<file path="src/rtl/ftcd_pkg.sv">
// Types, constants and helper functions of the frame tile change detector.
package ftcd_pkg;

  localparam int MAX_WIDTH_DEF  = 1024;
  localparam int MAX_HEIGHT_DEF = 1024;
  localparam int TILE_DEF       = 32;
  localparam int MAX_RESULTS    = 32;
  localparam int QUEUE_DEPTH    = 2;

  localparam logic [10:0] WIDTH_RST  = 11'd1024;
  localparam logic [10:0] HEIGHT_RST = 11'd1024;
  localparam logic [1:0]  MODE_8     = 2'd0;
  localparam logic [1:0]  MODE_16    = 2'd1;
  localparam logic [1:0]  MODE_32    = 2'd2;

  typedef enum logic [1:0] {
    KIND_WRITE = 2'd0,
    KIND_SCAN  = 2'd1,
    KIND_COPY  = 2'd2,
    KIND_CLEAR = 2'd3
  } kind_t;

  typedef enum logic [1:0] {
    REG_WIDTH  = 2'd0,
    REG_HEIGHT = 2'd1,
    REG_MODE   = 2'd2
  } reg_idx_t;

  typedef enum logic [3:0] {
    B_IDLE, B_WPIX, B_TILE, B_CRD, B_CEV, B_KRD, B_KWR, B_EMIT, B_FIN, B_MRD, B_MWR
  } back_state_t;

  typedef struct packed {
    kind_t       kind;
    logic [1:0]  mode;
    logic [10:0] x;
    logic [10:0] y;
    logic [31:0] pixel;
    logic [10:0] l;
    logic [10:0] t;
    logic [10:0] r;
    logic [10:0] b;
    logic [10:0] w;
    logic [10:0] h;
  } cmd_t;

  typedef struct packed {
    logic [10:0] l;
    logic [10:0] t;
    logic [10:0] r;
    logic [10:0] b;
    logic        changed;
    logic        last;
  } res_t;

  function automatic logic [31:0] depth_mask(logic [1:0] mode);
    logic [31:0] m;
    case (mode)
      MODE_8:  m = 32'h0000_00ff;
      MODE_16: m = 32'h0000_ffff;
      default: m = 32'hffff_ffff;
    endcase
    return m;
  endfunction

  function automatic logic [10:0] min11(logic [10:0] a, logic [10:0] b);
    return (a < b) ? a : b;
  endfunction

endpackage

</file>
<file path="src/rtl/ftcd_queue.sv">
// Short command queue between the front end and the back end.
module ftcd_queue
  import ftcd_pkg::*;
(
  input  logic clk,
  input  logic rst,
  input  logic push,
  input  cmd_t push_cmd,
  output logic full,
  output logic valid,
  input  logic pop,
  output cmd_t head
);

  localparam int PW = (QUEUE_DEPTH > 1) ? $clog2(QUEUE_DEPTH) : 1;
  localparam int CNW = $clog2(QUEUE_DEPTH + 1);

  cmd_t           slots [QUEUE_DEPTH];
  logic [PW-1:0]  wr_ptr, rd_ptr;
  logic [CNW-1:0] count;
  logic           do_push, do_pop;

  assign full    = (count == CNW'(QUEUE_DEPTH));
  assign valid   = (count != '0);
  assign head    = slots[rd_ptr];
  assign do_push = push && !full;
  assign do_pop  = pop && valid;

  always_ff @(posedge clk) begin
    if (rst) begin
      wr_ptr <= '0;
      rd_ptr <= '0;
      count  <= '0;
    end else begin
      if (do_push) begin
        wr_ptr <= (wr_ptr == PW'(QUEUE_DEPTH - 1)) ? '0 : wr_ptr + 1'b1;
      end
      if (do_pop) begin
        rd_ptr <= (rd_ptr == PW'(QUEUE_DEPTH - 1)) ? '0 : rd_ptr + 1'b1;
      end
      count <= count + CNW'(do_push) - CNW'(do_pop);
    end
  end

  always_ff @(posedge clk) begin
    if (do_push) begin
      slots[wr_ptr] <= push_cmd;
    end
  end

endmodule

</file>
<file path="config.mk">
export PLATFORM = sky130hd
export DESIGN_NAME = ftcd_queue
export DESIGN_NICKNAME = d
export VERILOG_FILES = /design/src/rtl/ftcd_pkg.sv /design/src/rtl/ftcd_queue.sv
export SDC_FILE = /design/constraint.sdc
export NUM_CORES = 1
export LEC_CHECK = 0
export ABC_CLOCK_PERIOD_IN_PS = 4100
export BUFFER_PORTS_ARGS = -buffer_cell sky130_fd_sc_hd__buf_2
export CAP_MARGIN = 30
export CORE_MARGIN = 2
export CORE_UTILIZATION = 47
export DETAILED_ROUTE_END_ITERATION = 16
export GPL_TIMING_DRIVEN = 0
export PLACE_DENSITY = 0.76
export SLEW_MARGIN = 20
export SYNTH_ARGS = -nofsm -noshare
export SYNTH_HDL_FRONTEND = slang
export SYNTH_SLANG_ARGS = --single-unit
export TNS_END_PERCENT = 10
</file>
<file path="constraint.sdc">
create_clock -name clk -period 4.1 [get_ports clk]
set_clock_uncertainty 0.1 [all_clocks]
set_input_delay 0.205 -clock clk [delete_from_list [all_inputs] [get_ports clk]]
set_output_delay 0.205 -clock clk [all_outputs]
set_load 0.05 [all_outputs]
</file>
Word-level counts from Yosys, hierarchy flattened
Memory sizes are Yosys's and may differ from the RTL's. A register that Yosys moved wholly into a read port is not among the register bits.
Index checks and enable logic that the tools add are counted.
{"block": "totals", "in_bits": 128, "ff_bits": 4, "elab_cells": 19, "out_inout_bits": 126, "ram_bits": 248, "mem_count": 1}
{"block": "classes", "n_eq_ne": 1, "add_sub_neg": 4, "n_mux": 6, "reduce_logical": 4}
{"memory": "slots", "words": 2, "word_bits": 124, "read_ports": 1, "rd_ports_with_merged_regs": 1, "write_ports": 1, "line": "ftcd_queue.sv:18", "text": "cmd_t slots [QUEUE_DEPTH];"}
{"cell": "$mux W1", "count": 6}
{"cell": "$add A1 B1 Y1 const B", "count": 2}
{"cell": "$add A2 B1 Y2", "count": 1}
{"cell": "$eq A2 B2 Y1 const B", "count": 1}
{"cell": "$logic_and A1 B1 Y1", "count": 2}
{"cell": "$reduce_bool A2 Y1", "count": 1}
{"cell": "$sub A2 B1 Y2", "count": 1}
{"cell": "$logic_not A1 Y1", "count": 1}

Logic depth before layout (Yosys ltp)
{"block": "depth", "depth_word": 5, "mapped_depth": 8, "mapped_depth_nobuf": 8}

Worst setup path after synthesis
Ideal clock, no wire load.
{"block": "synth_timing", "kind": "register to register", "from": "register count[0]", "to": "memory slots[0][0] (netlist bit) (enable)", "setup_ps": 477, "required_ps": 3523, "period_less_slack_ps": 4057, "path_buffers": 0, "t_arrival_ps": 3480, "path_slack_ps": 43, "path_stages_with_launch": 5, "path_cell_list": "dfxtp_1 -> nand2b_2 -> inv_1 -> or3_1 -> inv_1"}
{"block": "synth_between", "elab_chain_len": 5}
{"item": "from (decl)", "line": "ftcd_queue.sv:20", "text": "logic [CNW-1:0] count;"}
{"item": "from (signal assigned)", "line": "ftcd_queue.sv:41", "text": "count <= count + CNW'(do_push) - CNW'(do_pop);"}
{"item": "$eq A2 B2 Y1", "line": "ftcd_queue.sv:23", "text": "assign full = (count == CNW'(QUEUE_DEPTH));"}
{"item": "named net full", "line": "ftcd_queue.sv:9", "text": "output logic full,"}
{"item": "$logic_not A1 Y1", "line": "ftcd_queue.sv:26", "text": "assign do_push = push && !full;"}
{"item": "$logic_and A1 B1 Y1", "line": "ftcd_queue.sv:26"}
{"item": "$mux W1", "line": "ftcd_queue.sv:46", "text": "if (do_push) begin"}
{"item": "$mux W1 (implied by the code)", "line": "ftcd_queue.sv:47", "text": "slots[wr_ptr] <= push_cmd;"}
{"item": "to (decl)", "line": "ftcd_queue.sv:18"}
The timed path passes the listed nets, and every way through them passes these cells.

Worst setup path in the final report
{"block": "layout_timing", "from": "register count[0]", "to": "memory slots[0][85] (netlist bit) (enable)"}
{"block": "layout_between", "elab_chain_len": 5}
{"item": "$eq A2 B2 Y1", "line": "ftcd_queue.sv:23"}
{"item": "$logic_not A1 Y1", "line": "ftcd_queue.sv:26"}
{"item": "$logic_and A1 B1 Y1", "line": "ftcd_queue.sv:26"}
{"item": "$mux W1", "line": "ftcd_queue.sv:46"}
{"item": "$mux W1 (implied by the code)", "line": "ftcd_queue.sv:47"}
No other way between the ends.

==> metrics.txt <==
CTS tree yes; YS warnings 0; placed cell count between 900 and 1000; initial antenna violation count 0; minimum clock period 2.35 ns; worst hold path depth 4; Port Buffers 253; met3 wire length ~1300 um; H-tree levels 1; Setup-failing EPs final 0; Routed Antenna Nets 0; fin crit share about 57%; drt initial violations roughly 290; global-route wire length before repair 30600 um; worst slack at placement 1.77 ns; Ports roughly 250; Starting Density 48.1%; Die X 146 um; maximum clock frequency 0.426 GHz; post-synthesis sequential area ratio approximately 80%; main combinational cell family by area after synthesis multiplexers; post-CTS resize count 0; Die H 146 um; top layer in use met4; non-filler cells, final approximately 1100; cell count after synthesis between 400 and 500; delay-heaviest family, CP buffers and inverters; RSZ-0062 raised after global routing false; fin util 67.4%; DRT Pass-1 Iters 4; WL/cell about 18 um; CP cell instances nand2b_2 > inv_1 > or3_1 > inv_6 > buf_16; routability cong. 0.748; max-slew violations 0; post-synthesis cell type count 22; PwrDens 694 mW/mm^2; Nets approximately 950; vias in the first global route 5788; CP endpoint kind flip-flop; worst setup margin ~1.8 ns; worst r2r path cells 5; via count roughly 5300; share of layout cells above drive strength 1 between 50% and 60%; Vias/cell 4.77; CTS clock-pin slew for the worst setup and hold paths approximately 0.060 ns; Critical Path Max Stage Delay about 0.46 ns; commonest cells after routing, fill and taps aside buf_2, edfxtp_1, dlygate4sd3_1, mux2_2, mux2_4; DRC Markers 0; total wire length between 15000 and 20000 um; Crit Path Class flip-flop to flip-flop; worst path bufs/invs 3; largest net degree at the start of global routing 66; Max-slew headroom approximately three fifths; Synth Area in Adders less than 1%; root buf cell clkbuf_16; Worst path slowest cell inv_6; syn avg cell area 22.8 um^2; M1 WL 7990 um; VDD IR max 0.000524 V; Row Count a little over 50; CP Max Fanout between 60 and 70; reg2reg setup slack 1.75 ns; commonest non-fill, non-tap cell in the layout buf_2; synthesized area about 0.0094 mm^2; ANT cells 0; clock sink count ~250; Worst EP required ~4.2 ns; Synth Area in Compound Gates less than 1%; HPWL after DPL 12200 um; later-pin clock latency in the skew report between 0.5 and 0.6 ns; total gr overflow 0; Slew @ Worst Pin roughly 0.59 ns; Simple-Gate Fraction of Synth Area less than 1%; Clock Path Buffers 3; DR WL met2 roughly 10000 um; Post-Syn Nets around 540; Worst Path Arrival approximately 2.4 ns; static leakage 5.14 nW; die area approximately 0.021 mm^2; max_cap viols 0; Min-Delay Path Class input pin to flip-flop; Final Hold Fails 0; status finished clean; final hold slack between 0.05 and 0.06 ns; TritonCTS Buffers 26; Area growth syn-to-layout 40.0%; Crit. path cell count 5; Fill cells between 1000 and 1500; crit start category flip-flop; synthesized flop and latch total ~250; XOR/XNOR share of the synthesized area less than 1%; post-synthesis mux area share between 15 and 20%; core area around 0.020 mm^2; total track usage 18.2%
==> worst paths after layout <==
| path | startpoint | endpoint |
|---|---|---|
| worst max-delay path | count[0] | slots[0][85] |
| worst min-delay path | pop | flip-flop |
| worst max register to register | count[0] | slots[0][85] |
| worst min register to register | rd_ptr | flip-flop |
==> state kept, by name, summed over array words and instances, names as in the netlist, named ones only <==
signal and flops:
rd_ptr 1, count 2, slots 248, wr_ptr 1
==> kinds of logic (layout without fill, tap and decap cells) <==
kind of cell | Yosys count | in the layout
adders and majority gates | 2 | 2
and+or+nand+nor | 11 | 11
AOI/OAI and AO/OA | 3 | 3
muxes | 124 | 124
buffers and inverters | 18 | 447
DFF | 253 | 253
xor gates and xnor gates | 2 | 2
==> worst min-delay path, delay by kind of cell <==
kind / cells / cell delay (ns)
simple gates: 1 / 0.08
xor+xnor: 1 / 0.09
buf+inv: 1 / 0.09
compound gates: 1 / 0.16
==> what timing repair did <==
action / CTS / global route
setup buffers: 0 / 0
hold endpoints to repair: 253 / 0
hold buffers: 126 / 0
==> metrics by stage <==
| stage | TNS (ns) | power, mW | cell area (um^2) |
|---|---|---|---|
| 2_1_floorplan | 0 | 6.20 | 9420 |
| 3_3_place_gp | -251.26 | 6.88 | 11000 |
| 3_5_place_dp | 0 | 6.91 | 11100 |
| 4_1_cts | 0 | 9.24 | 13200 |
| 5_1_grt | 0 | 9.50 | 13200 |
| 6_report | 0 | 9.16 | 13200 |
==> power by group <==
part	total, mW	internal, mW	switching, mW
registers	3.39	3.29	0.0972
logic	3.56	1.12	2.44
clock network	2.21	1.32	0.891
total	9.16	5.73	3.43
==> cell usage after synthesis <==
master	instances	area share, %
buf_6	8	0.96
nor2_1	3	0.12
nand2_1	1	0.040
ha_1	2	0.27
dfxtp_1	5	1.1
mux2_2	64	7.6
inv_1	4	0.16
xor2_1	1	0.093
and3_1	1	0.066
mux2_4	60	9.6
or2_2	1	0.066
and2_1	1	0.066
or3_1	1	0.066
o21a_1	1	0.080
buf_2	6	0.32
nor3_1	1	0.053
a21oi_1	1	0.053
nand2b_2	1	0.093
nor2b_1	1	0.066
edfxtp_1	248	79
xnor2_1	1	0.093
o21ai_0	1	0.053
==> routing by layer <==
metal | GRT usage [%] | up-vias
met2 | 32.5 | 215
li1 | - | 2455
met5 | 0 | -
met4 | 4.41 | 0
met1 | 22.3 | 2580
met3 | 4.55 | 33
==> final cells by class <==
cell class | count | area [um^2] | area share [%]
clock buffers | 36 | 739 | 5.60
flip-flops and latches | 253 | 7550 | 57.2
multi-input cells | 142 | 1750 | 13.2
well taps | 265 | 332 | 2.51
clock inverters | 11 | 80.1 | 0.607
repair buffers | 382 | 2610 | 19.8
inverters | 4 | 20.0 | 0.152
plain buffers | 14 | 120 | 0.910
Power figures use the tool's default switching activity.
