**config.mk**
```make
export PLATFORM = sky130hd
export DESIGN_NAME = ftcd_front_flat
export DESIGN_NICKNAME = d
export VERILOG_FILES = /design/src/rtl/ftcd_pkg.sv /design/src/rtl/ftcd_ifs.sv /design/src/rtl/ftcd_front.sv /design/src/flat_wrapper.sv
export SDC_FILE = /design/constraint.sdc
export NUM_CORES = 1
export LEC_CHECK = 0
export ABC_AREA = 0
export BUFFER_PORTS_ARGS = -buffer_cell sky130_fd_sc_hd__buf_2
export CAP_MARGIN = 20
export CORE_ASPECT_RATIO = 1.5
export CORE_UTILIZATION = 51
export DETAILED_ROUTE_END_ITERATION = 6
export PLACE_DENSITY = 0.93
export SLEW_MARGIN = 10
export SYNTH_ARGS = -nofsm -noshare
export SYNTH_HDL_FRONTEND = slang
export SYNTH_SLANG_ARGS = --single-unit
```
**constraint.sdc**
```tcl
create_clock -name vclk -period 8.65
set_clock_uncertainty 0.05 [all_clocks]
set_input_delay 0.4325 -clock vclk [all_inputs]
set_output_delay 0.4325 -clock vclk [all_outputs]
set_load 0.005 [all_outputs]
```
**src/rtl/ftcd_pkg.sv**
```systemverilog
// Types, constants and helper functions of the frame tile change detector.
package ftcd_pkg;

  localparam int MAX_WIDTH_DEF  = 1024;
  localparam int MAX_HEIGHT_DEF = 1024;
  localparam int TILE_DEF       = 32;
  localparam int MAX_RESULTS    = 32;
  localparam int QUEUE_DEPTH    = 2;

  localparam logic [10:0] WIDTH_RST  = 11'd1024;
  localparam logic [10:0] HEIGHT_RST = 11'd1024;
  localparam logic [1:0]  MODE_8     = 2'd0;
  localparam logic [1:0]  MODE_16    = 2'd1;
  localparam logic [1:0]  MODE_32    = 2'd2;

  typedef enum logic [1:0] {
    KIND_WRITE = 2'd0,
    KIND_SCAN  = 2'd1,
    KIND_COPY  = 2'd2,
    KIND_CLEAR = 2'd3
  } kind_t;

  typedef enum logic [1:0] {
    REG_WIDTH  = 2'd0,
    REG_HEIGHT = 2'd1,
    REG_MODE   = 2'd2
  } reg_idx_t;

  typedef enum logic [3:0] {
    B_IDLE, B_WPIX, B_TILE, B_CRD, B_CEV, B_KRD, B_KWR, B_EMIT, B_FIN, B_MRD, B_MWR
  } back_state_t;

  typedef struct packed {
    kind_t       kind;
    logic [1:0]  mode;
    logic [10:0] x;
    logic [10:0] y;
    logic [31:0] pixel;
    logic [10:0] l;
    logic [10:0] t;
    logic [10:0] r;
    logic [10:0] b;
    logic [10:0] w;
    logic [10:0] h;
  } cmd_t;

  typedef struct packed {
    logic [10:0] l;
    logic [10:0] t;
    logic [10:0] r;
    logic [10:0] b;
    logic        changed;
    logic        last;
  } res_t;

  function automatic logic [31:0] depth_mask(logic [1:0] mode);
    logic [31:0] m;
    case (mode)
      MODE_8:  m = 32'h0000_00ff;
      MODE_16: m = 32'h0000_ffff;
      default: m = 32'hffff_ffff;
    endcase
    return m;
  endfunction

  function automatic logic [10:0] min11(logic [10:0] a, logic [10:0] b);
    return (a < b) ? a : b;
  endfunction

endpackage

```
**src/rtl/ftcd_ifs.sv**
```systemverilog
// Valid/ready channel interfaces for input items and result items.
interface ftcd_in_if;
  logic        valid;
  logic        ready;
  logic [1:0]  kind;
  logic [9:0]  x;
  logic [9:0]  y;
  logic [31:0] pixel;
  logic [9:0]  left;
  logic [9:0]  top;
  logic [10:0] right;
  logic [10:0] bottom;
  modport source (output valid, kind, x, y, pixel, left, top, right, bottom, input ready);
  modport sink (input valid, kind, x, y, pixel, left, top, right, bottom, output ready);
endinterface


```
**src/rtl/ftcd_front.sv**
```systemverilog
// Front end: accept items, clamp coordinates and turn them into commands.
module ftcd_front
  import ftcd_pkg::*;
#(
  parameter int MAX_WIDTH  = MAX_WIDTH_DEF,
  parameter int MAX_HEIGHT = MAX_HEIGHT_DEF,
  parameter int TILE       = TILE_DEF
) (
  ftcd_in_if.sink     item_in,
  input  logic [10:0] frame_width,
  input  logic [10:0] frame_height,
  input  logic [1:0]  pixel_mode,
  input  logic        full,
  output logic        push,
  output cmd_t        cmd
);

  logic [10:0] fw, fh, x, y, l, t, r, b, la, rml, bmt, fwx, fhy;
  logic [11:0] t_tile;
  logic        keep;

  always_comb begin
    if (frame_width == 11'd0) fw = 11'd1;
    else if ({21'd0, frame_width} > MAX_WIDTH) fw = 11'(MAX_WIDTH);
    else fw = frame_width;
    if (frame_height == 11'd0) fh = 11'd1;
    else if ({21'd0, frame_height} > MAX_HEIGHT) fh = 11'(MAX_HEIGHT);
    else fh = frame_height;
    x = {1'b0, item_in.x};
    y = {1'b0, item_in.y};
    l = min11({1'b0, item_in.left}, fw);
    t = min11({1'b0, item_in.top}, fh);
    r = min11(item_in.right, fw);
    b = min11(item_in.bottom, fh);
    case (pixel_mode)
      MODE_8:  la = {l[10:2], 2'b00};
      MODE_16: la = {l[10:1], 1'b0};
      default: la = l;
    endcase
    t_tile = {1'b0, t} + 12'(TILE);
    rml = r - l;
    bmt = b - t;
    fwx = fw - x;
    fhy = fh - y;

    cmd.kind  = kind_t'(item_in.kind);
    cmd.mode  = pixel_mode;
    cmd.x     = x;
    cmd.y     = y;
    cmd.pixel = item_in.pixel & depth_mask(pixel_mode);
    cmd.l     = l;
    cmd.t     = t;
    cmd.r     = r;
    cmd.b     = b;
    cmd.w     = min11(rml, fwx);
    cmd.h     = min11(bmt, fhy);
    case (kind_t'(item_in.kind))
      KIND_WRITE: keep = (x < fw) && (y < fh);
      KIND_SCAN: begin
        keep  = 1'b1;
        cmd.l = la;
        cmd.b = (t_tile < {1'b0, b}) ? t_tile[10:0] : b;
      end
      KIND_COPY: keep = (l < r) && (t < b) && (x < fw) && (y < fh);
      default:   keep = (l < r) && (t < b);
    endcase
  end

  assign item_in.ready = !full;
  assign push = item_in.valid && !full && keep;

endmodule

```
**src/flat_wrapper.sv**
```systemverilog
// flat-port wrapper written by rule: the top's interface ports become plain ports
module ftcd_front_flat import ftcd_pkg::*;
#(
  parameter int MAX_WIDTH  = MAX_WIDTH_DEF,
  parameter int MAX_HEIGHT = MAX_HEIGHT_DEF,
  parameter int TILE       = TILE_DEF
)
  (frame_width, frame_height, pixel_mode, full, push, cmd, item_in_valid, item_in_kind, item_in_x, item_in_y, item_in_pixel, item_in_left, item_in_top, item_in_right, item_in_bottom, item_in_ready);
  ftcd_in_if item_in_i ();
  input  logic [10:0] frame_width;
  input  logic [10:0] frame_height;
  input  logic [1:0] pixel_mode;
  input  logic full;
  output logic push;
  output cmd_t cmd;
  input wire logic [$bits(item_in_i.valid)-1:0] item_in_valid;
  input wire logic [$bits(item_in_i.kind)-1:0] item_in_kind;
  input wire logic [$bits(item_in_i.x)-1:0] item_in_x;
  input wire logic [$bits(item_in_i.y)-1:0] item_in_y;
  input wire logic [$bits(item_in_i.pixel)-1:0] item_in_pixel;
  input wire logic [$bits(item_in_i.left)-1:0] item_in_left;
  input wire logic [$bits(item_in_i.top)-1:0] item_in_top;
  input wire logic [$bits(item_in_i.right)-1:0] item_in_right;
  input wire logic [$bits(item_in_i.bottom)-1:0] item_in_bottom;
  output wire logic [$bits(item_in_i.ready)-1:0] item_in_ready;
  assign item_in_i.valid = item_in_valid;
  assign item_in_i.kind = item_in_kind;
  assign item_in_i.x = item_in_x;
  assign item_in_i.y = item_in_y;
  assign item_in_i.pixel = item_in_pixel;
  assign item_in_i.left = item_in_left;
  assign item_in_i.top = item_in_top;
  assign item_in_i.right = item_in_right;
  assign item_in_i.bottom = item_in_bottom;
  assign item_in_ready = item_in_i.ready;
  ftcd_front #(.MAX_WIDTH(MAX_WIDTH), .MAX_HEIGHT(MAX_HEIGHT), .TILE(TILE)) u_core (.item_in(item_in_i), .frame_width(frame_width), .frame_height(frame_height), .pixel_mode(pixel_mode), .full(full), .push(push), .cmd(cmd));
endmodule
```
-- Word-level counts from Yosys, hierarchy flattened
Cells that the tools add are included.
- logic and storage cells: 49
- input bits: 122
- register bits: 0
- output and inout bits: 126
- magnitude comparators: 13
- eq/ne operators: 3
- add/sub/neg operators: 5
- bitwise gates (word level): 1
- muxes and demuxes: 16
- reduce and logical (&&, ||, !) cells: 11
- operators with widths (cell ; number):
    two-way mux 11 bit ; 12
    < comparator 11 bit ; 6
    case mux 32 bit (2 select lines) ; 1
    < comparator 10 x 11 -> 1 bit ; 4
    AND 32 bit ; 1
    greater-than comparator 11 bit, second input constant ; 2
    logical NOT 11 bit ; 2
    subtractor 11 x 10 -> 11 bit ; 2
    subtractor 11 bit ; 2
    adder 11 x 6 -> 12 bit, second input constant ; 1
    < comparator 12 x 11 -> 1 bit ; 1
    logical AND 1 bit ; 6
    equality test 2 x 1 -> 1 bit, second input constant ; 2
    logical NOT 2 bit ; 2
    case mux 2 bit (2 select lines) ; 1
    case mux 1 bit (3 select lines) ; 1
    equality test 2 bit, second input constant ; 1
    two-way mux 2 bit ; 1
    logical NOT 1 bit ; 1

-- Depth between registers and ports, before layout
Gate-level depths: netlist of run 1.
- depth after elaboration: 11
- mapped depth: 30
- depth with buffers taken out: 28

-- Worst setup path after synthesis of run 1
OpenSTA, ideal clock, no wires.
- path type: in2out
- from: input frame_height[7]
- to: output cmd[8] in the netlist's numbering
- data required time: 8.167 ns
- slack: 2.285 ns
- stages: 27
- arrival: 5.882 ns
- buffers on the path: 2
- path through: nor4_1 nand3_1 o21ai_0 and2_1 inv_1 ha_1 a21oi_1 o21ai_0 a21oi_1 a21oi_1 buf_2 mux2i_1 inv_1 ha_1 fa_1 inv_1 ha_1 a21o_1 a21o_1 a21o_1 a21o_1 a21o_1 a2111oi_0 o21bai_1 a21oi_1 buf_4 mux2_2
- RTL lines (item ; RTL line ; source):
    start, declared ; flat_wrapper.sv:11 ; input logic [10:0] frame_height;
    end, declared ; flat_wrapper.sv:15 ; output cmd_t cmd;

==> flow_results.xml, run 1 <==
<?xml version="1.0" encoding="UTF-8"?>
<metrics>
  <group name="worst_setup_path">
    <metric name="critical-path-slowest-cell" unit="">sky130_fd_sc_hd__a2111oi_0</metric>
    <metric name="crit_path_max_incr_delay" unit="ns">0.57</metric>
    <metric name="end_kind" unit="">output port</metric>
    <metric name="timing.critical_path.required" unit="ns">8.17</metric>
    <metric name="path_common_cell" unit="">sky130_fd_sc_hd__ha_1</metric>
    <metric name="critical_path_peak_fanout" unit="">18</metric>
    <metric name="worst-setup-path-type" unit="">primary input to output port</metric>
    <metric name="arrival" unit="ns">7.09</metric>
    <metric name="worstSetupStartpointType" unit="">primary input</metric>
  </group>
  <group name="floorplan">
    <metric name="placementRows" unit="">46</metric>
    <metric name="floorplan.io_pins" unit="">248</metric>
    <metric name="die_area" unit="um2">11380</metric>
    <metric name="start_util" unit="">0.5273</metric>
    <metric name="die_width" unit="um">87.44</metric>
    <metric name="fp.dieH" unit="um">130.2</metric>
    <metric name="fp.coreArea" unit="um2">10590</metric>
  </group>
  <group name="logic_synthesis">
    <metric name="synth-warning-count" unit="">0</metric>
    <metric name="ys_types" unit="">77</metric>
    <metric name="area_of_the_mapped_netlist" unit="um2">5584</metric>
    <metric name="muxShareOfSynthArea" unit="">0.1033</metric>
    <metric name="synth_adder_area_share" unit="">0.2651</metric>
    <metric name="synthSimpleGateAreaFrac" unit="">0.1891</metric>
    <metric name="avgSynthCellArea" unit="um2">7.328</metric>
    <metric name="post_synth_inst_count" unit="">762</metric>
    <metric name="synth-seq-area-share" unit="">0</metric>
    <metric name="synth_top_family_by_area" unit="">adder cells</metric>
    <metric name="xor_xnor_fraction_of_synth_area" unit="">0.05938</metric>
    <metric name="synth_compound_gate_area_share" unit="">0.2512</metric>
  </group>
  <group name="placement">
    <metric name="gpl.final_weighted_congestion" unit="">0.9783</metric>
    <metric name="io_buffer_count" unit="">228</metric>
    <metric name="detail_placement_hpwl" unit="mm">15.92</metric>
  </group>
  <group name="clocking">
    <metric name="cts-resized-gates" unit="">0</metric>
    <metric name="postCtsSetupBuffers" unit="">0</metric>
    <metric name="hold_buffer_count_at_cts" unit="">0</metric>
  </group>
  <group name="final_layout">
    <metric name="drive_above_1_share" unit="">0.2932</metric>
    <metric name="area.growth.synth_to_final" unit="%">18.55</metric>
    <metric name="final_util" unit="">0.6251</metric>
    <metric name="final-seq-area" unit="um2">0</metric>
    <metric name="multi_input_area" unit="um2">4875</metric>
    <metric name="seq_cells" unit="">0</metric>
    <metric name="nClkBuffers" unit="">0</metric>
    <metric name="fillCellCount" unit="">920</metric>
    <metric name="diodes" unit="">0</metric>
    <metric name="nets_finish" unit="">1186</metric>
  </group>
  <group name="routing">
    <metric name="drt.antenna.violating_nets" unit="">0</metric>
    <metric name="detail_route.iter0.violations" unit="">175</metric>
    <metric name="post-route-drc-count" unit="">0</metric>
    <metric name="number_of_detailed_routing_iterations_run_before_antenna_repair" unit="">5</metric>
    <metric name="routed_via_density" unit="">5.765</metric>
    <metric name="wl_per_cell" unit="um">16.75</metric>
    <metric name="route.vias.total" unit="">6295</metric>
    <metric name="routed_wirelength" unit="mm">18.30</metric>
  </group>
  <group name="timing">
    <metric name="min_period_over_period" unit="">0.8755</metric>
    <metric name="max_slew_margin" unit="">0.2325</metric>
    <metric name="rsz_0062_raised_after_global_routing" unit="">no</metric>
    <metric name="finalSetupViolations" unit="">0</metric>
    <metric name="period_minus_slack" unit="ns">7.573</metric>
    <metric name="fin_tns_setup" unit="ns">0</metric>
    <metric name="timing.fmax" unit="MHz">132.0</metric>
    <metric name="worst_pin_slew" unit="ns">1.145</metric>
    <metric name="hold_violations" unit="">0</metric>
    <metric name="timing.final.max_slew_violations" unit="">0</metric>
  </group>
  <group name="power_and_ir_drop">
    <metric name="power.total" unit="W">0.0008746</metric>
    <metric name="ir_worst_vdd" unit="mV">0.06934</metric>
    <metric name="power_leakage" unit="nW">3.731</metric>
    <metric name="powerDensity" unit="nW/um2">132.1</metric>
  </group>
  <group name="global_route">
    <metric name="grt.total_usage" unit="">0.2996</metric>
    <metric name="grt_antenna_before_repair" unit="">0</metric>
    <metric name="first_global_vias" unit="">5836</metric>
    <metric name="overflow_left_after_global_routing" unit="">0</metric>
    <metric name="largest_net_degree_at_the_start_of_global_routing" unit="">27</metric>
    <metric name="grt_pass1_wl" unit="mm">26.83</metric>
  </group>
  <group name="worst_hold_path">
    <metric name="worstHoldPathType" unit="">primary input to output port</metric>
  </group>
  <group name="run_status">
    <metric name="outcome" unit="">finished, final reports clean</metric>
  </group>
  <group name="flow_run">
    <metric name="maxCapViolCount" unit="">0</metric>
  </group>
</metrics>
-- kinds of logic (layout without fill, tap and decap cells) --
logic type | Yosys count | in the layout
other cells | 2 | 6
mux | 55 | 55
buf+inv | 156 | 338
fa+ha+maj | 117 | 117
simple gates | 199 | 199
xor+xnor | 37 | 37
compound gates | 196 | 196
-- final cells by class --
cell class         count  area share
repair buffers       231      0.1758
inverters            107     0.06067
well taps            144     0.02722
multi-input cells    610      0.7363
-- per-stage QoR --
step	cells	area, um2	setup slack (ns)	hold slack [ns]
after floorplan	766	5599	2.285	0.8494
after global placement	1092	6620	1.392	0.8150
after detailed placement	1092	6620	1.208	0.8150
after CTS	1092	6620	1.200	0.8150
after global routing	1092	6620	0.7822	0.8150
final	1092	6620	1.077	0.8150
-- cell usage after synthesis (18+ instances only) --
master	n	area [um2]
sky130_fd_sc_hd__ha_1	111	1389
sky130_fd_sc_hd__inv_1	106	397.9
sky130_fd_sc_hd__nand2_1	58	217.7
sky130_fd_sc_hd__a21oi_1	40	200.2
sky130_fd_sc_hd__buf_4	37	277.8
sky130_fd_sc_hd__mux2i_1	34	340.3
sky130_fd_sc_hd__o21ai_0	34	170.2
sky130_fd_sc_hd__nor2_1	31	116.4
sky130_fd_sc_hd__a21o_1	26	195.2
sky130_fd_sc_hd__xnor2_1	24	210.2
sky130_fd_sc_hd__nor2b_1	23	143.9
sky130_fd_sc_hd__o21a_1	20	150.1
sky130_fd_sc_hd__mux2_2	19	214.0
sky130_fd_sc_hd__and2_1	18	112.6
-- per-layer routing --
layer	up-vias	track usage	share of wire
met1	2861	0.2901	0.36
met2	295	0.6048	0.53
li1	3047	-	-
met5	-	0	0
met4	0	0.1823	0.068
met3	92	0.01392	0.049
-- where the power goes --
| group | switching (W) | internal [W] | total, W |
|---|---|---|---|
| registers | 0 | 0 | 0 |
| logic | 0.000479 | 0.000395 | 0.000875 |
| clock network | 0 | 0 | 0 |
| total | 0.000479 | 0.000395 | 0.000875 |
-- placed cells by master, fill, tap and decap left out, types with 12 or more instances in the layout --
master	netlist	routed
sky130_fd_sc_hd__a21o_1	26	26
sky130_fd_sc_hd__a21oi_1	40	40
sky130_fd_sc_hd__and2_1	18	18
sky130_fd_sc_hd__buf_2	4	228
sky130_fd_sc_hd__ha_1	111	111
sky130_fd_sc_hd__inv_1	106	106
sky130_fd_sc_hd__mux2_2	19	19
sky130_fd_sc_hd__mux2i_1	34	34
sky130_fd_sc_hd__nand2_1	58	58
sky130_fd_sc_hd__nand3_1	13	13
sky130_fd_sc_hd__nor2_1	31	31
sky130_fd_sc_hd__nor2b_1	23	23
sky130_fd_sc_hd__o21a_1	20	20
sky130_fd_sc_hd__o21ai_0	34	34
sky130_fd_sc_hd__xnor2_1	24	24
sky130_fd_sc_hd__xor2_1	12	12
-- worst max-delay path, delay by kind of cell --
family	cells	cell delay, ns
compound gates	12	3.13
xor+xnor	1	0.29
fa+ha+maj	4	0.99
buf+inv	5	0.53
mux	1	0.40
simple gates	6	1.32
-- path summary, 6_finish.rpt --
kind | start | to | slack [ns] | cells past startpoint
setup / recovery | frame_width[7] | cmd[18] | 1.08 | 29
hold / removal | item_in_pixel[4] | cmd[70] | 0.82 | 0
(Power assumes the default switching activity.)
==> run 2: changes to the inputs <==
--- a/config.mk
+++ b/config.mk
@@ -11,7 +11,7 @@
 export CORE_ASPECT_RATIO = 1.5
 export CORE_UTILIZATION = 51
 export DETAILED_ROUTE_END_ITERATION = 6
-export PLACE_DENSITY = 0.93
+export PLACE_DENSITY = 0.94
 export SLEW_MARGIN = 10
 export SYNTH_ARGS = -nofsm -noshare
 export SYNTH_HDL_FRONTEND = slang
==> run 2 against run 1 <==
Compared with the run above: core utilization grew 0.095 points; count of clock-buffer cells in the layout is the same; die area is the same; critical endpoint is now cmd[4]; first-iteration DRC count grew 52%; largest cell class unchanged; cell area grew 0.15%; global-route usage grew 0.23 points.
==> flow_results.xml, run 2 (synthesis gave the netlist of run 1 again) <==
<?xml version="1.0" encoding="UTF-8"?>
<metrics>
  <group name="routing">
    <metric name="detail_route.iter0.violations" unit="">266</metric>
    <metric name="number_of_detailed_routing_iterations_run_before_antenna_repair" unit="">5</metric>
    <metric name="routed_via_density" unit="">5.777</metric>
    <metric name="routed_wirelength" unit="mm">18.14</metric>
    <metric name="post-route-drc-count" unit="">0</metric>
    <metric name="wl_per_cell" unit="um">16.59</metric>
    <metric name="route.vias.total" unit="">6320</metric>
    <metric name="drt.antenna.violating_nets" unit="">0</metric>
  </group>
  <group name="timing">
    <metric name="finalSetupViolations" unit="">0</metric>
    <metric name="max_slew_margin" unit="">0.2395</metric>
    <metric name="min_period_over_period" unit="">0.8784</metric>
    <metric name="worst_pin_slew" unit="ns">1.135</metric>
    <metric name="fin_tns_setup" unit="ns">0</metric>
    <metric name="hold_violations" unit="">0</metric>
    <metric name="timing.final.max_slew_violations" unit="">0</metric>
    <metric name="period_minus_slack" unit="ns">7.598</metric>
    <metric name="rsz_0062_raised_after_global_routing" unit="">no</metric>
    <metric name="timing.fmax" unit="MHz">131.6</metric>
  </group>
  <group name="worst_setup_path">
    <metric name="critical-path-slowest-cell" unit="">sky130_fd_sc_hd__o22ai_1</metric>
    <metric name="worst_setup_path_startpoint" unit="">frame_height[7]</metric>
    <metric name="arrival" unit="ns">7.12</metric>
    <metric name="worstSetupStartpointType" unit="">primary input</metric>
    <metric name="endpoint" unit="">cmd[4]</metric>
    <metric name="worst-setup-path-type" unit="">primary input to output port</metric>
    <metric name="timing.critical_path.required" unit="ns">8.17</metric>
    <metric name="end_kind" unit="">output port</metric>
    <metric name="crit_path_max_incr_delay" unit="ns">0.58</metric>
    <metric name="critical_path_peak_fanout" unit="">5</metric>
  </group>
  <group name="final_layout">
    <metric name="nClkBuffers" unit="">0</metric>
    <metric name="final-seq-area" unit="um2">0</metric>
    <metric name="seq_cells" unit="">0</metric>
    <metric name="area.growth.synth_to_final" unit="%">18.73</metric>
    <metric name="stdcell_area" unit="um2">6630</metric>
    <metric name="final_cell_mix" unit="">sky130_fd_sc_hd__buf_2, sky130_fd_sc_hd__ha_1, sky130_fd_sc_hd__inv_1</metric>
    <metric name="nets_finish" unit="">1187</metric>
    <metric name="instances_no_fill" unit="">1094</metric>
    <metric name="mostFrequentLayoutCell" unit="">sky130_fd_sc_hd__buf_2</metric>
    <metric name="drive_above_1_share" unit="">0.2940</metric>
  </group>
  <group name="floorplan">
    <metric name="die_width" unit="um">87.44</metric>
    <metric name="start_util" unit="">0.5273</metric>
    <metric name="die_area" unit="um2">11380</metric>
    <metric name="placementRows" unit="">46</metric>
    <metric name="fp.dieH" unit="um">130.2</metric>
    <metric name="fp.coreArea" unit="um2">10590</metric>
    <metric name="floorplan.io_pins" unit="">248</metric>
  </group>
  <group name="placement">
    <metric name="post_dp_cell_area" unit="um2">6628</metric>
    <metric name="io_buffer_count" unit="">228</metric>
    <metric name="gpl.final_weighted_congestion" unit="">0.9875</metric>
    <metric name="detail_placement_hpwl" unit="mm">15.84</metric>
    <metric name="placed_cells" unit="">1093</metric>
  </group>
  <group name="flow_run">
    <metric name="maxCapViolCount" unit="">0</metric>
  </group>
  <group name="power_and_ir_drop">
    <metric name="power_leakage" unit="nW">3.735</metric>
    <metric name="internal_power" unit="W">0.0003976</metric>
    <metric name="pwr-share-comb" unit="">1.000</metric>
    <metric name="p_clk_frac" unit="">0</metric>
    <metric name="powerDensity" unit="nW/um2">131.9</metric>
    <metric name="swShare" unit="">0.5454</metric>
    <metric name="net-switching-power" unit="W">0.0004769</metric>
    <metric name="ir_worst_vdd" unit="mV">0.07391</metric>
    <metric name="sequentialPowerShare" unit="">0</metric>
  </group>
  <group name="global_route">
    <metric name="grt_antenna_before_repair" unit="">1</metric>
    <metric name="largest_net_degree_at_the_start_of_global_routing" unit="">27</metric>
    <metric name="grt_pass1_wl" unit="mm">27.09</metric>
    <metric name="first_global_vias" unit="">5957</metric>
    <metric name="overflow_left_after_global_routing" unit="">0</metric>
    <metric name="grt.total_usage" unit="">0.3018</metric>
  </group>
  <group name="clocking">
    <metric name="cts-resized-gates" unit="">0</metric>
    <metric name="hold_buffer_count_at_cts" unit="">0</metric>
    <metric name="postCtsSetupBuffers" unit="">0</metric>
  </group>
  <group name="worst_hold_path">
    <metric name="worstHoldPathType" unit="">primary input to output port</metric>
  </group>
  <group name="run_status">
    <metric name="outcome" unit="">finished, final reports clean</metric>
  </group>
</metrics>
-- run 2: cell types whose count changed in the layout (fill, tap and decap cells not counted) --
cell	previous run	this run
sky130_fd_sc_hd__buf_4	3	4
sky130_fd_sc_hd__diode_2	0	1
-- run 2: worst min-delay path by stage --
stage / start / endpoint / slack, ns / cells past startpoint
detailed placement: item_in_pixel[5] / cmd[71] / 0.82 / 0
global placement: item_in_pixel[5] / cmd[71] / 0.82 / 0
floorplan: full / item_in_ready / 0.85 / 1
global route: item_in_pixel[6] / cmd[72] / 0.82 / 0
finish: item_in_pixel[1] / cmd[67] / 0.82 / 0
CTS: item_in_pixel[5] / cmd[71] / 0.82 / 0
-- run 2: routing by layer --
metal | wire (um) | GRT usage | vias up | part of all wire
met5 | 0 | 0 | - | 0
met4 | 1267 | 0.1977 | 0 | 0.070
met3 | 899 | 0.01645 | 83 | 0.050
met2 | 9517 | 0.5983 | 301 | 0.52
met1 | 6460 | 0.2944 | 2889 | 0.36
li1 | - | - | 3047 | -
-- run 2: worst max-delay path: cells and delay by family --
family / cells / cell delay [ns]
compound gates: 10 / 2.75
simple gates: 7 / 1.29
fa+ha+maj: 3 / 0.89
mux: 2 / 0.83
buf+inv: 6 / 0.69
xor+xnor: 1 / 0.19
-- run 2: power groups by stage --
stage                     combinational, W  sequential, W        clock (W)
after global placement            0.000844              0                0
after detailed placement          0.000861              0                0
after floorplan                   0.000590              0                0
after CTS                         0.000866              0                0
after global routing              0.000959              0                0
final                             0.000874              0  0.0000000000155
-- run 2: cell type report --
class	count	area, um2
Multi-Input combinational cell	610	4875
Fill cell	932	3960
Timing Repair Buffer	232	1171
Inverter	107	401.6
Tap cell	144	180.2
Antenna cell	1	2.502
-- run 2: through the flow --
stage / power, W / worst slack [ns] / hold slack [ns] / utilization
after detailed placement: 0.0008610 / 1.224 / 0.8150 / 0.6258
after floorplan: 0.0005901 / 2.285 / 0.8494 / -
after global placement: 0.0008437 / 1.338 / 0.8150 / 0.6258
after global routing: 0.0009587 / 0.5502 / 0.8150 / 0.6258
final: 0.0008745 / 1.052 / 0.8150 / 0.6261
after CTS: 0.0008659 / 1.204 / 0.8150 / 0.6258
